==> config.mk <==
export PLATFORM = sky130hd
export DESIGN_NAME = vma_fifo
export DESIGN_NICKNAME = d
export VERILOG_FILES = /design/src/sv/vma_fifo.sv
export SDC_FILE = /design/constraint.sdc
export NUM_CORES = 1
export LEC_CHECK = 0
export BUFFER_PORTS_ARGS = -buffer_cell sky130_fd_sc_hd__buf_2
export CAP_MARGIN = 15
export CORE_MARGIN = 5
export CORE_UTILIZATION = 48
export DETAILED_ROUTE_END_ITERATION = 16
export HOLD_SLACK_MARGIN = 0.05
export PLACE_DENSITY_LB_ADDON = 0.15
export SKIP_CTS_REPAIR_TIMING = 1
export SLEW_MARGIN = 20
export SYNTH_ARGS = -nofsm -noshare
export SYNTH_HDL_FRONTEND = slang
export SYNTH_SLANG_ARGS = --single-unit
==> constraint.sdc <==
create_clock -name clk -period 1.8 [get_ports clk]
set_input_delay 0.09 -clock clk [delete_from_list [all_inputs] [get_ports clk]]
set_output_delay 0.09 -clock clk [all_outputs]
set_load 0.1 [all_outputs]
==> src/sv/vma_fifo.sv <==
module vma_fifo #(
  parameter int WIDTH = 8,
  parameter int DEPTH = 2
) (
  input  logic                       clk,
  input  logic                       rst,
  input  logic                       push,
  input  logic [WIDTH-1:0]           wdata,
  output logic                       full,
  input  logic                       pop,
  output logic [WIDTH-1:0]           rdata,
  output logic                       empty,
  output logic [$clog2(DEPTH+1)-1:0] count
);

  localparam int PTR_BITS = $clog2(DEPTH);
  localparam int CNT_BITS = $clog2(DEPTH + 1);

  logic [WIDTH-1:0]    mem [DEPTH];
  logic [PTR_BITS-1:0] wptr;
  logic [PTR_BITS-1:0] rptr;
  logic                do_push;
  logic                do_pop;

  assign do_push = push & ~full;
  assign do_pop  = pop & ~empty;
  assign full    = (count == CNT_BITS'(DEPTH));
  assign empty   = (count == '0);
  assign rdata   = mem[rptr];

  always_ff @(posedge clk) begin
    if (do_push) begin
      mem[wptr] <= wdata;
    end
  end

  always_ff @(posedge clk) begin
    if (rst) begin
      wptr  <= '0;
      rptr  <= '0;
      count <= '0;
    end else begin
      if (do_push) begin
        wptr <= (wptr == PTR_BITS'(DEPTH - 1)) ? '0 : wptr + PTR_BITS'(1);
      end
      if (do_pop) begin
        rptr <= (rptr == PTR_BITS'(DEPTH - 1)) ? '0 : rptr + PTR_BITS'(1);
      end
      case ({do_push, do_pop})
        2'b10:   count <= count + CNT_BITS'(1);
        2'b01:   count <= count - CNT_BITS'(1);
        default: count <= count;
      endcase
    end
  end

endmodule

Word level (Yosys, flattened, before mapping)
Memory sizes are Yosys's and may differ from the RTL's. A register that Yosys moved wholly into a read port is not among the register bits.
Index checks and enable logic that the tools add are counted.

storage, ports and cells
  register bits after elaboration = 4
  latch bits = 0
  memory bits (writable) = 16
  bits in read-only memories = 0
  output and inout bits = 12
  logic and storage cells = 24
  memories = 1

operators by class
  add/subtract/negate cells = 4
  multiply operators = 0
  divide/modulo/power cells = 0
  magnitude comparators = 0
  equality and inequality tests = 3
  shift operators = 0
  mux-type cells = 7
  bitwise gates (word level) = 4
  reductions and logical operators = 2

memory list
  memory  depth  width  read ports  clocked after Yosys merged registers in  wr ports  RTL line  source
  mem     2      8      1           1                                        1         19        logic [WIDTH-1:0] mem [DEPTH];

operators with widths
  cell                                                                   number
  1-bit 2-to-1 mux                                                       6
  2-bit equality test, second input constant                             2
  2-bit one-hot mux with 2 select lines                                  1
  1-bit adder, second input constant                                     2
  2-bit by 1-bit adder with 2-bit output, second input constant          1
  1-bit AND                                                              2
  2-bit by 1-bit equality test with 1-bit output, second input constant  1
  2-bit logical NOT                                                      1
  1-bit inverter                                                         2
  2-bit nonzero test                                                     1
  2-bit by 1-bit subtractor with 2-bit output, second input constant     1

Longest topological paths before layout
  depth in word-level cells = 5
  mapped depth = 6

Least setup slack after synthesis
Ideal clock, no wire load.

  path kind = reg-to-reg
  start = reg count[0]
  end = mem mem[0][0], enable pin
  library setup time = 324 ps
  data arrival time = 2113 ps
  data required time = 1476 ps
  slack = -638 ps
  stages on the path, launching flop included = 5
  path buffers = 0
  clock period less this slack = 2438 ps
  path through = dfxtp_1 > nand2b_2 > inv_2 > or3_1 > inv_1

between the ends
  word-level cells in the longest chain between the ends = 5

RTL lines
  element                                 RTL line  source
  from (decl)                             13        output logic [$clog2(DEPTH+1)-1:0] count
  from (signal assigned)                  50        2'b10: count <= count + CNT_BITS'(1);
  from (signal assigned)                  51        2'b01: count <= count - CNT_BITS'(1);
  from (signal assigned)                  52        default: count <= count;
  2-bit equality test                     27        assign full = (count == CNT_BITS'(DEPTH));
  net full                                9         output logic full,
  1-bit inverter                          25        assign do_push = push & ~full;
  1-bit AND                               25
  1-bit 2-to-1 mux                        32        if (do_push) begin
  1-bit 2-to-1 mux (implied by the code)  33        mem[wptr] <= wdata;
  to (decl)                               19

The timed path passes the listed nets, and every way through them passes these cells.

==> results.yml <==
run_status:
  status: "finished clean"
synth:
  synth-compound-area-share: 0.0345
  yosys.area.top_type: "edfxtp_1"
  yosysTopAreaCellShare: 0.602
  yosysUniqueCellTypes: 17
  synth_nets: 64
  netlist_area_um2: 798
  yosys.area_share.simple: 0.0580
  synthAdderAreaFrac: 0.0157
  synth_seq_cells: 21
  muxShareOfSynthArea: 0.113
  synth_area_leaders: "edfxtp_1 60%, dfxtp_1 13%, mux2_2 11%"
  yosys.area_share.xor_xnor: 0.0329
  avgSynthCellArea_um2: 15.7
  ys_warn_count: 0
  ys_seq_area_frac: 0.727
  synth_top_family_by_area: "multiplexers"
  synth_cells: 51
finish:
  final_common_cell: "buf_2"
  layout_common_cells: "23 x buf_2, 16 x edfxtp_1, 9 x dlygate4sd3_1, 8 x mux2_2"
  n_antenna_cell: 0
  nets: 100
  drive_above_1_share: 0.465
  fill_cells: 117
  area_growth_pct: 32.4
  final_area_um2: 1060
sta:
  fmax_mhz: 623
  slew_headroom: 0.678
  fin_tns_setup_ps: 0
  min_period_ps: 1610
  fin_worst_skew_ps: 10.4
  finalSetupViolCount: 0
  fin_crit_sh: 0.892
  whs_ps: 155
  tightest_slew_ps: 487
  rsz0062_at_grt: "false"
  final_hold_viol_count: 0
  slew_viol_final: 0
global_routing:
  grt_max_degree: 13
  grt_antenna_before_repair: 0
  grt_pass1_wl_um: 2100
  grt-ovfl-total: 0
  grt_pass1_vias: 498
  track_usage: 0.107
die:
  core_um2: 1540
  die-area_um2: 2580
  start_util: 0.518
  die_y_um: 50.8
  io_pins: 24
  die_x_um: 50.8
  placementRows: 14
critical_path:
  cp_slowest_stage_delay_ps: 540
  rrSetupSlack_ps: 310
  required_ps: 1710
  cp_data_arrival_time_ps: 1520
  cp-end-kind: "output port"
  path_cells: "mux2_2 > buf_2"
  path_max_fanout: 8
  path_buf_inv: 1
  crit_path_end: "rdata[7]"
  path_class: "reg -> out"
  r2r-end: "mem[0][4]$_DFFE_PP_"
  crit_family: "flip-flops"
  cpMaxStageDelayCell: "dfxtp_1"
  ff2ff_path_depth: 4
  r2r-start: "count[0]$_SDFFE_PP0P_"
  cp-start-kind: "register"
  path_depth: 2
clock_network:
  cts_root_buffer: "clkbuf_4"
  cts_buffers: 3
  cts_tree: "yes"
  cts_htree_levels: 1
  clk_latency_ps: 300
  clk_path_buf_depth: 2
  clk_pin_slew_ps: 120
  cts.sinks: 21
routing:
  drc: 0
  dr.first_iter.drc_count: 12
  detail_route.wl_per_cell_um: 13.0
  ant_nets: 0
  dr.pass1.iters: 3
  routed_wl_um: 1320
  dr_total_vias: 499
  vias_per_cell: 4.89
placed_design:
  dpl-instance-area_um2: 940
  port_buffers: 23
  routabilityCongestion: 0.658
  dp_hpwl_um: 935
run:
  drv_cap: 0
hold_path:
  hold_class: "in -> reg"
through the flow:
stage / cells / utilization / setup WS [ps]
after global placement: 89 / 0.610 / 334
after detailed placement: 89 / 0.610 / 309
final: 102 / 0.686 / 194
after global routing: 102 / 0.686 / 111
after CTS: 93 / 0.627 / 162
after floorplan: 51 / - / 28.5
sequential cells by signal (all words and copies together) (netlist names), named ones only:
| name | flops |
|---|---|
| rptr | 1 |
| mem | 16 |
| count | 2 |
| wptr | 1 |
metal layers:
metal  track usage  up-vias  share of wire
met2         0.171       19           0.49
met1         0.137      225           0.42
met3        0.0296        2          0.076
met4        0.0383        0         0.0083
met5             0        -              0
li1              -      253              -
tightest hold or removal path: cells and delay by family:
kind	cells	cell delay [ps]
buffers and inverters	2	170
and+or+nand+nor	1	110
AOI/OAI and AO/OA	1	60
final cells by class:
class | count | area, um2 | share of cell area
multi-input combinational | 26 | 205 | 0.194
clock inverter | 1 | 5.00 | 0.00473
sequential | 21 | 586 | 0.554
inverter | 3 | 13.8 | 0.0130
clock buffer | 3 | 22.5 | 0.0213
tap | 16 | 20.0 | 0.0189
timing repair buffer | 32 | 205 | 0.194
cell usage after synthesis:
master and instances:
edfxtp_1 16, dfxtp_1 5, or3_1 2, nand2_1 1, inv_2 1, ha_1 1, nand2b_2 1, clkbuf_1 1
mux2_2 8, xor2_1 1, nor2_1 4, inv_1 2, and3_1 1, xnor2_1 2, o21a_1 1, a21oi_1 2
o21ai_0 2
worst min path at each step:
stage / startpoint / end / depth (start not counted)
after global placement: wdata[3] / mem[1][3]$_DFFE_PP_ / 1
after detailed placement: wdata[0] / mem[0][0]$_DFFE_PP_ / 1
final: push / wptr$_SDFFE_PP0N_ / 4
after CTS: wdata[4] / mem[1][4]$_DFFE_PP_ / 1
after global routing: push / wptr$_SDFFE_PP0N_ / 4
after floorplan: rst / count[1]$_SDFFE_PP0P_ / 1
cells by family after synthesis:
kind of cell | count (synthesis)
xor+xnor | 3
buf+inv | 4
simple gates | 9
fa+ha+maj | 1
compound gates | 5
mux | 8
flops | 21
Power is not shown: default switching activity piles up to over one toggle a cycle in this logic, so the estimate is an artifact.
