==> src/sv/vma_pkg.sv <==
package vma_pkg;

  // lane count is fixed by the one-port-per-lane payload
  localparam int LANES = 8;

  // configuration port
  localparam int APB_ADDR_BITS = 3;
  localparam int APB_DATA_BITS = 32;
  localparam logic [0:0] REG_WINDOW_LEN = 1'b0;

  localparam int WIN_LEN_BITS  = 7;
  localparam int WIN_LEN_RESET = 50;

  // upper bounds for MAX_WINDOW up to 256
  localparam int SLOT_MAX_BITS = 8;
  localparam int CNT_MAX_BITS  = 9;

  // result queue
  localparam int RES_DEPTH    = 4;
  localparam int RES_CNT_BITS = $clog2(RES_DEPTH + 1);

  // per-request control, decided by the front end
  typedef struct packed {
    logic                     full;
    logic [SLOT_MAX_BITS-1:0] slot;
    logic [CNT_MAX_BITS-1:0]  div;
  } req_ctl_t;

endpackage

==> src/sv/vma_front.sv <==
module vma_front
  import vma_pkg::*;
#(
  parameter int MAX_WINDOW = 64
) (
  input  logic                     clk,
  input  logic                     rst,
  input  logic                     psel,
  input  logic                     penable,
  input  logic                     pwrite,
  input  logic [APB_ADDR_BITS-1:0] paddr,
  input  logic [APB_DATA_BITS-1:0] pwdata,
  output logic [APB_DATA_BITS-1:0] prdata,
  input  logic                     accept,
  output req_ctl_t                 req_ctl,
  output logic                     cfg_clear
);

  localparam int CNT_BITS  = $clog2(MAX_WINDOW + 1);
  localparam int SLOT_BITS = $clog2(MAX_WINDOW);

  logic [WIN_LEN_BITS-1:0] win_len;
  logic [CNT_BITS-1:0]     fill;
  logic [CNT_BITS-1:0]     fill_inc;
  logic [CNT_BITS-1:0]     win;
  logic [SLOT_BITS-1:0]    oldest;
  logic [SLOT_BITS-1:0]    oldest_adv;
  logic [SLOT_BITS-1:0]    slot;
  logic                    win_full;
  logic                    reg_sel;

  assign reg_sel   = (paddr[2] == REG_WINDOW_LEN);
  assign cfg_clear = psel & penable & pwrite & reg_sel;
  assign prdata    = reg_sel ? APB_DATA_BITS'(win_len) : '0;

  // zero acts as one, oversize clamps to the ring depth
  always_comb begin
    if (win_len == '0) begin
      win = CNT_BITS'(1);
    end else if (32'(win_len) > MAX_WINDOW) begin
      win = CNT_BITS'(MAX_WINDOW);
    end else begin
      win = CNT_BITS'(win_len);
    end
  end

  // oldest stays at zero until the window fills, so a growing window
  // writes at the fill count
  assign win_full   = (fill == win);
  assign fill_inc   = fill + CNT_BITS'(1);
  assign slot       = win_full ? oldest : fill[SLOT_BITS-1:0];
  assign oldest_adv = (32'(oldest) + 1 >= 32'(win)) ? '0 : oldest + SLOT_BITS'(1);

  always_comb begin
    req_ctl.full = win_full;
    req_ctl.slot = SLOT_MAX_BITS'(slot);
    req_ctl.div  = CNT_MAX_BITS'(win_full ? fill : fill_inc);
  end

  always_ff @(posedge clk) begin
    if (rst) begin
      win_len <= WIN_LEN_BITS'(WIN_LEN_RESET);
      fill    <= '0;
      oldest  <= '0;
    end else if (cfg_clear) begin
      win_len <= pwdata[WIN_LEN_BITS-1:0];
      fill    <= '0;
      oldest  <= '0;
    end else if (accept) begin
      if (win_full) begin
        oldest <= oldest_adv;
      end else begin
        fill <= fill_inc;
      end
    end
  end

endmodule

==> config.mk <==
export PLATFORM = sky130hd
export DESIGN_NAME = vma_front
export DESIGN_NICKNAME = d
export VERILOG_FILES = /design/src/sv/vma_pkg.sv /design/src/sv/vma_front.sv
export SDC_FILE = /design/constraint.sdc
export NUM_CORES = 1
export LEC_CHECK = 0
export BUFFER_PORTS_ARGS = -buffer_cell sky130_fd_sc_hd__buf_2
export CAP_MARGIN = 10
export CORE_UTILIZATION = 45
export CTS_CLUSTER_DIAMETER = 30
export DETAILED_ROUTE_END_ITERATION = 8
export PLACE_DENSITY = 0.87
export SLEW_MARGIN = 10
export SYNTH_ARGS = -nofsm -noshare
export SYNTH_HDL_FRONTEND = slang
export SYNTH_SLANG_ARGS = --single-unit
export TNS_END_PERCENT = 10
==> constraint.sdc <==
create_clock -name clk -period 3.6 [get_ports clk]
set_clock_uncertainty 0.05 [all_clocks]
set_input_delay 0.9 -clock clk [delete_from_list [all_inputs] [get_ports clk]]
set_output_delay 0.9 -clock clk [all_outputs]
set_load 0.01 [all_outputs]
== Word-level counts from Yosys, hierarchy flattened ==
Index checks and enable logic that the tools add are counted.
Operators by class
  add/subtract/negate cells: 3
  order comparisons: 2
  eq/ne operators: 1
  muxes and demuxes: 6
  bitwise operators: 5
  reductions and logical operators: 4
Operators with widths (number)
  7-bit two-way mux: 4
  6-bit two-way mux: 2
  6-bit by 1-bit adder with 7-bit output (second input constant): 1
  7-bit by 1-bit adder with 7-bit output (second input constant): 1
  7-bit == test: 1
  7-bit >= comparator: 1
  7-bit greater-than comparator (second input constant): 1
  7-bit zero test: 1
  6-bit by 1-bit adder with 6-bit output (second input constant): 1
  2-bit AND reduction: 2
  1-bit bitwise AND: 3
  1-bit NOT: 2
  2-bit OR reduction: 1
Word-level totals
  bits in registers: 20
  input port bits: 41
  output and inout port bits: 51
  logic and storage cells: 24

== Longest topological paths before layout ==
Gate-level depths: netlist (run 1).
  depth in word-level cells: 6
  depth in mapped cells: 11
  mapped depth without buffers: 11

== Worst setup path before layout (run 1) ==
No wires, ideal clock.
  path type: reg2out
  from: register fill[2]
  to: output port req_ctl[10] in the netlist's numbering
  data arrival time: 1847 ps
  required time: 2650 ps
  path slack: 803 ps
  cell stages (with the launch flop): 8
  path buffers: 2
  cells stage by stage: dfxtp_1 -> buf_4 -> nor4bb_1 -> nor3_1 -> a2111oi_2 -> and3_4 -> buf_4 -> mux2_2
RTL lines
  start, declared: RTL line vma_front.sv:23  | logic [CNT_BITS-1:0] fill;
  start signal, assigned: RTL line vma_front.sv:73  | fill <= fill_inc;
  end, declared: RTL line vma_front.sv:15  | output req_ctl_t req_ctl,

==> results of run 1 <==
==> stage by stage <==
stage	area, µm²	setup slack, ns	power (mW)	hold slack [ns]	cells
after detailed placement	1793	0.5336	0.3158	0.4425	295
after global placement	1793	0.5729	0.3133	0.4394	295
after floorplan	1839	0.8031	0.3136	0.4072	249
after global routing	1834	0.07683	0.4857	0.4792	298
final	1834	0.2300	0.4612	0.4514	298
after CTS	1834	0.2377	0.4664	0.4537	298
==> path summary, 6_finish.rpt <==
check | slack, ns | end | depth (start not counted)
setup / recovery | 0.23 | req_ctl[10] | 6
hold / removal | 0.45 | win_len[2]$_SDFFE_PP0P_ | 2
setup reg to reg | 0.73 | oldest[2]$_SDFFE_PP0P_ | 11
hold reg to reg | 0.45 | win_len[2]$_SDFFE_PP0P_ | 2
==> tightest hold or removal path: stages, from the launching register on <==
cell and delay, ns:
dfxtp_1 0.34, nand2_1 0.06, a21oi_1 0.05
==> cells in the mapped netlist, types with 3 or more instances <==
cell type / count
nand4_1: 4
or3_1: 5
nand2_1: 35
a21o_1: 6
xor2_1: 4
nor2b_1: 7
a21oi_1: 11
dfxtp_1: 20
nand2b_1: 8
inv_1: 4
mux2_2: 6
nor2_1: 14
buf_4: 32
nand3_1: 7
buf_2: 3
xnor2_1: 5
ha_1: 9
==> final cells by class <==
type	instances	share of cell area
Tap cell	48	0.03274
Sequential cell	20	0.2183
Multi-Input combinational cell	185	0.6126
Clock buffer	3	0.02251
Timing Repair Buffer	37	0.1037
Inverter	5	0.01023
==> flip-flops by register name (all words and copies together), names as in the netlist <==
name,flops
win_len,7
fill,7
oldest,6
==> routing by layer <==
metal / vias up / routed length [µm] / part of all wire
met5: - / 0 / 0
met4: 0 / 74 / 0.020
met3: 5 / 198 / 0.055
met2: 59 / 1607 / 0.44
met1: 715 / 1741 / 0.48
li1: 766 / - / -
==> cells by family after synthesis <==
group,synth area share
buffers and inverters,0.1818
AOI/OAI and AO/OA,0.1443
adders and majority gates,0.06494
muxes,0.05050
DFF,0.2309
xor gates and xnor gates,0.04545
and+or+nand+nor,0.2799
other,0.002162
==> power by group through the flow <==
stage	Sequential (mW)	Clock (mW)	Combinational, mW
2_1_floorplan	0.234	0	0.0794
3_3_place_gp	0.239	0	0.0743
3_5_place_dp	0.239	0	0.0765
4_1_cts	0.234	0.156	0.0767
5_1_grt	0.235	0.165	0.0859
6_report	0.235	0.149	0.0771
==> impl_results.md, run 1 <==
* Status: finished clean
* Routed vias at about 1500
* CP arrival at between 2 and 2.5 ns
* Core Rows at 22
* Cts bufs inserted at 3
* Worst min-delay path class: register to register
* Worst skew pair latency at 0.26 ns
* # setup viols final at 0
* FF-to-FF Start: oldest[0]$_SDFFE_PP0P_
* GP Congestion at between 0.8 and 0.9
* First-pass GRT wire length at 6037 µm
* Resized Gates After CTS at 0
* Final hold vios at 0
* Crit path kind: register to primary output
* Clk slew on worst S/H paths at 0.07 ns
* Crit-path slowest cell: and3_4
* Req. time, crit path at around 2.7 ns
* Mapped cell area at about 0.0017 mm²
* Flops & latches, synth at 20
* Syn Inst Count at between 200 and 250
* Flop pwr share at 0.509
* Fin util at 0.4973
* Post-synth top area cell: dfxtp_1
* Vias in the first global route at 1356
* Area share of the largest cell type after synthesis at 0.2309
* Switching share of power at 0.2863
* Post-DRT Antenna Nets at 0
* Min Tclk post-route at ~3.4 ns
* Met2 Track Usage GR at 0.3019
* Setup TNS at 0 ns
* WL per Instance at between 10 and 15 µm
* Total Routing Usage GR at 0.1881
* CTS tree: done
* EDFF count, synth at 0
* # IOs at between 90 and 100
* Area delta synth->final at 5.772%
* DRT Wirelength at between 3000 and 4000 µm
* Gr ovfl total at 0
* Area of the multi-input gates at approximately 0.0011 mm²
* Number of antenna violations at the first check in global routing at 0
* Min-delay src: win_len[2]$_SDFFE_PP0P_
* Worst-path cell chain: nor4bb_1 > nor3_1 > a2111oi_2 > and3_4 > mux2_2 > buf_2
* M3 GR Usage at 0.03393
* CTS Root Cell: clkbuf_8
* Worst Setup Start Kind: register
* # H-tree levels at 1
* Die Ht at 64.08 µm
* Leak Pwr at approximately 0.94 nW
* First-pass detailed-route iteration total at 4
* Critical path's largest stage delay at 0.44 ns
* # hold bufs at CTS at 0
* Share of cells above drive strength 1 at 0.2160
* Largest net degree at the start of global routing at 30
* Die area at 0.004106 mm²
* Seq. cell area at around 400 µm²
* Buf+Inv Stages, Crit Path at 1
* Fin. max-slew vios at 0
* Global Route met1 Usage at 0.2352
* RSZ-0062 raised after global routing: no
* Chip Width at ~64 µm
* Worst setup path startpoint: fill[2]$_SDFFE_PP0P_
* N_diodes at 0
* Setup bufs post-CTS at 0
* Sw Pwr at between 100 and 150 µW
* Syn avg cell area at between 7 and 8 µm²
* Register area share after synthesis at 0.2309
* CP max FO at 29
* Tcrit/Tclk final at 0.9361
* Internal power of the cells at 329.1 µW
* Clock Tree Buf Depth at 2
* Worst vdd ir at ~170 µV
* Port bufs at 35
* Total number of yosys warnings at 0
* Initial Utilization at 0.4701
* Setup crit end kind: primary output
* Final net count at between 300 and 400
* Async SR Flop Fraction at 0
* Most frequent cells in the layout: nand2_1 (35), buf_2 (35), conb_1 (29), dfxtp_1 (20), nor2_1 (14)
* Top delay family on crit path: simple AND/OR/NAND/NOR gates
* Gate power share at 0.167
* DR DRC count at 0
* Core Footprint at 0.003689 mm²
* Via-to-Cell Ratio at about 5.2
* Max-cap violations at 0
* Synth Flop Type: dfxtp_1
* Max frequency at 296.7 MHz
* Gr busiest metal: met2
* CTS sink cnt at 20
* Pwr dens at about 250 mW/mm²
* Clock power frac at 0.324
* Area contributors post-synth: dfxtp_1 (23%), buf_4 (14%), nand2_1 (7.6%), ha_1 (6.5%), mux2_2 (3.9%)
* Fillers at approximately 380
* Synth unique cells at 46
* Hpwl dp at around 2700 µm
* DR iter-0 viols at 56
(Power assumes the default switching activity.)
==> run 2: changes to the inputs <==
--- a/config.mk
+++ b/config.mk
@@ -5,12 +5,14 @@
 export SDC_FILE = /design/constraint.sdc
 export NUM_CORES = 1
 export LEC_CHECK = 0
+export ABC_AREA = 1
 export BUFFER_PORTS_ARGS = -buffer_cell sky130_fd_sc_hd__buf_2
 export CAP_MARGIN = 10
-export CORE_UTILIZATION = 45
+export CORE_UTILIZATION = 46
 export CTS_CLUSTER_DIAMETER = 30
 export DETAILED_ROUTE_END_ITERATION = 8
-export PLACE_DENSITY = 0.87
+export MAX_ROUTING_LAYER = met4
+export PLACE_DENSITY = 0.88
 export SLEW_MARGIN = 10
 export SYNTH_ARGS = -nofsm -noshare
 export SYNTH_HDL_FRONTEND = slang
==> impl_results.md, run 2 <==
* Die area at about 0.0041 mm²
* Die Ht at 64.04 µm
* Initial Utilization at 0.4800
* Worst skew pair latency at about 0.25 ns
* DR iter-0 viols at 73
* # setup viols final at 0
* DRT Wirelength at approximately 3800 µm
* Slew headroom at 0.6277
* Largest net degree at the start of global routing at 24
* Fillers at roughly 380
* Core Footprint at 0.003689 mm²
* Most common cell in the netlist: nand2_1
* CTS sink cnt at 20
* Area contributors post-synth: dfxtp_1 (23%), buf_4 (13%), nand2_1 (11%), nor2_1 (8.1%), ha_1 (6.4%)
* Routed vias at 1729
* Gr ovfl total at 0
* Top Registers: fill x7, win_len x7, oldest x6
* Max frequency at 312.4 MHz
* Total Power at about 500 µW
* Port bufs at 35
* Worst slew pin tran at approximately 0.56 ns
* Min Tclk post-route at between 3 and 4 ns
* Top cells by count, synth: nand2_1 (54), nor2_1 (38), buf_4 (30), inv_1 (28), dfxtp_1 (20)
* Core Rows at 22
* Async SR Flop Fraction at 0
* N_diodes at 0
* Hpwl dp at roughly 3000 µm
* Crit path kind: register to primary output
* WL per Instance at about 11 µm
* CTS Root Cell: clkbuf_8
* Setup bufs post-CTS at 0
* Final hold vios at 0
* CP max FO at 23
* Max-cap violations at 0
* Req. time, crit path at between 2 and 3 ns
* CP arrival at approximately 2.3 ns
* EDFF count, synth at 0
* Synth unique cells at 26
* Post-DRT Antenna Nets at 0
* Most common cell after layout, fill and taps aside: nand2_1
* Status: finished clean
* Non-Filler Instances at about 350
* Final net count at about 360
* RSZ-0062 raised after global routing: no
* Setup TNS at 0 ns
* Area delta synth->final at 6.714%
* Tcrit/Tclk final at 0.8893
* Number of antenna violations at the first check in global routing at 0
* Chip Width at 64.04 µm
* Leak Pwr at roughly 1 nW
* Setup crit end kind: primary output
* Most frequent cells in the layout: nand2_1 (54), nor2_1 (38), buf_2 (35), conb_1 (29), inv_1 (28)
* First-pass GRT wire length at roughly 6500 µm
* Clk slew on worst S/H paths at about 0.07 ns
* Area share of the largest cell type after synthesis at 0.2261
* Worst Setup Start Kind: register
* Placed cell count at approximately 350
* Syn Inst Count at ~270
* Cts bufs inserted at 3
* Mapped cell area at ~0.0018 mm²
* # hold bufs at CTS at 0
* Total number of yosys warnings at 0
* Register area share after synthesis at 0.2261
* # IOs at between 90 and 100
* Share of cells above drive strength 1 at 0.1612
* Via-to-Cell Ratio at about 4.9
* DR DRC count at 0
* Flops & latches, synth at 20
* Worst vdd ir at approximately 250 µV
* Pwr dens at 272.1 mW/mm²
* First-pass detailed-route iteration total at 6
* # H-tree levels at 1
* Vias in the first global route at approximately 1500
* Total Routing Usage GR at 0.1993
* Syn avg cell area at between 6 and 7 µm²
* CTS tree: done
* GP Congestion at between 0.8 and 0.9
* Worst min-delay path class: register to register
* Resized Gates After CTS at 0
* Post-synth top area cell: dfxtp_1
* Fin. max-slew vios at 0
* Clock Tree Buf Depth at 2
* Synth Flop Type: dfxtp_1
## run 2: cell count changes after synthesis, sizes merged, moves of 8 or more
| cell | previous run | this run |
|---|---|---|
| nand3 | 7 | 22 |
| nor2 | 14 | 40 |
| nand2 | 35 | 58 |
| nand2b | 8 | 0 |
| inv | 4 | 29 |
| o21ai | 5 | 18 |
## run 2: layer usage
metal | vias up | GRT usage | wire (µm)
li1 | 877 | - | -
met1 | 788 | 0.2573 | 1707
met2 | 62 | 0.3258 | 1829
met3 | 2 | 0.03571 | 222
met4 | 0 | 0.03693 | 16
met5 | - | - | 0
## run 2: worst max-delay path, stage by stage, from the launching register on
cell	delay, ns
dfxtp_1	0.35
inv_2	0.20
nand2_1	0.14
nand2_1	0.08
nand2_1	0.04
nor2_1	0.09
nand2_1	0.09
nor2_4	0.12
nand3_2	0.35
o21ai_0	0.35
buf_2	0.18
## run 2: cell type report
class / count / area [µm²] / share of cell area
clock buffer: 3 / 41.29 / 0.02185
sequential: 20 / 400.4 / 0.2119
inverter: 29 / 108.9 / 0.05762
tap: 48 / 60.06 / 0.03179
timing repair buffer: 36 / 182.7 / 0.09669
multi-input combinational: 216 / 1096 / 0.5801
## run 2: cell families (layout without fill, tap and decap cells)
kind of cell | count (synthesis) | count (layout) | share of synthesized area
AND/OR/NAND/NOR | 130 | 130 | 0.3279
buffers and inverters | 66 | 68 | 0.2141
AO/OA/AOI/OAI | 37 | 37 | 0.1117
flip-flops | 20 | 20 | 0.2261
XOR/XNOR | 11 | 11 | 0.05442
adder cells (fa/ha/maj) | 9 | 9 | 0.06361
other | 1 | 29 | 0.002118
## run 2: power breakdown
part	internal [mW]	switching (mW)	total, mW
Clock	0.0745	0.0710	0.145
Sequential	0.230	0.0112	0.241
Combinational	0.0447	0.0829	0.128
Total	0.349	0.165	0.514
## run 2: final timing paths
| check | end | start | slack [ns] | cells past startpoint |
|---|---|---|---|---|
| max | req_ctl[14] | win_len[6]$_SDFFE_PP0P_ | 0.40 | 10 |
| min | oldest[4]$_SDFFE_PP0P_ | oldest[4]$_SDFFE_PP0P_ | 0.46 | 2 |
| max reg2reg | oldest[5]$_SDFFE_PP0P_ | oldest[0]$_SDFFE_PP0P_ | 1.19 | 11 |
| min reg2reg | oldest[4]$_SDFFE_PP0P_ | oldest[4]$_SDFFE_PP0P_ | 0.46 | 2 |
## run 2: per-stage QoR
step / hold slack [ns] / instance area, µm² / utilization / setup WS [ns]
floorplan: 0.4149 / 1876 / - / 1.110
global placement: 0.4307 / 1848 / 0.5010 / 0.7466
detailed placement: 0.4415 / 1848 / 0.5010 / 0.7516
CTS: 0.4529 / 1889 / 0.5122 / 0.4500
global route: 0.4828 / 1889 / 0.5122 / 0.2026
finish: 0.4562 / 1889 / 0.5122 / 0.3985
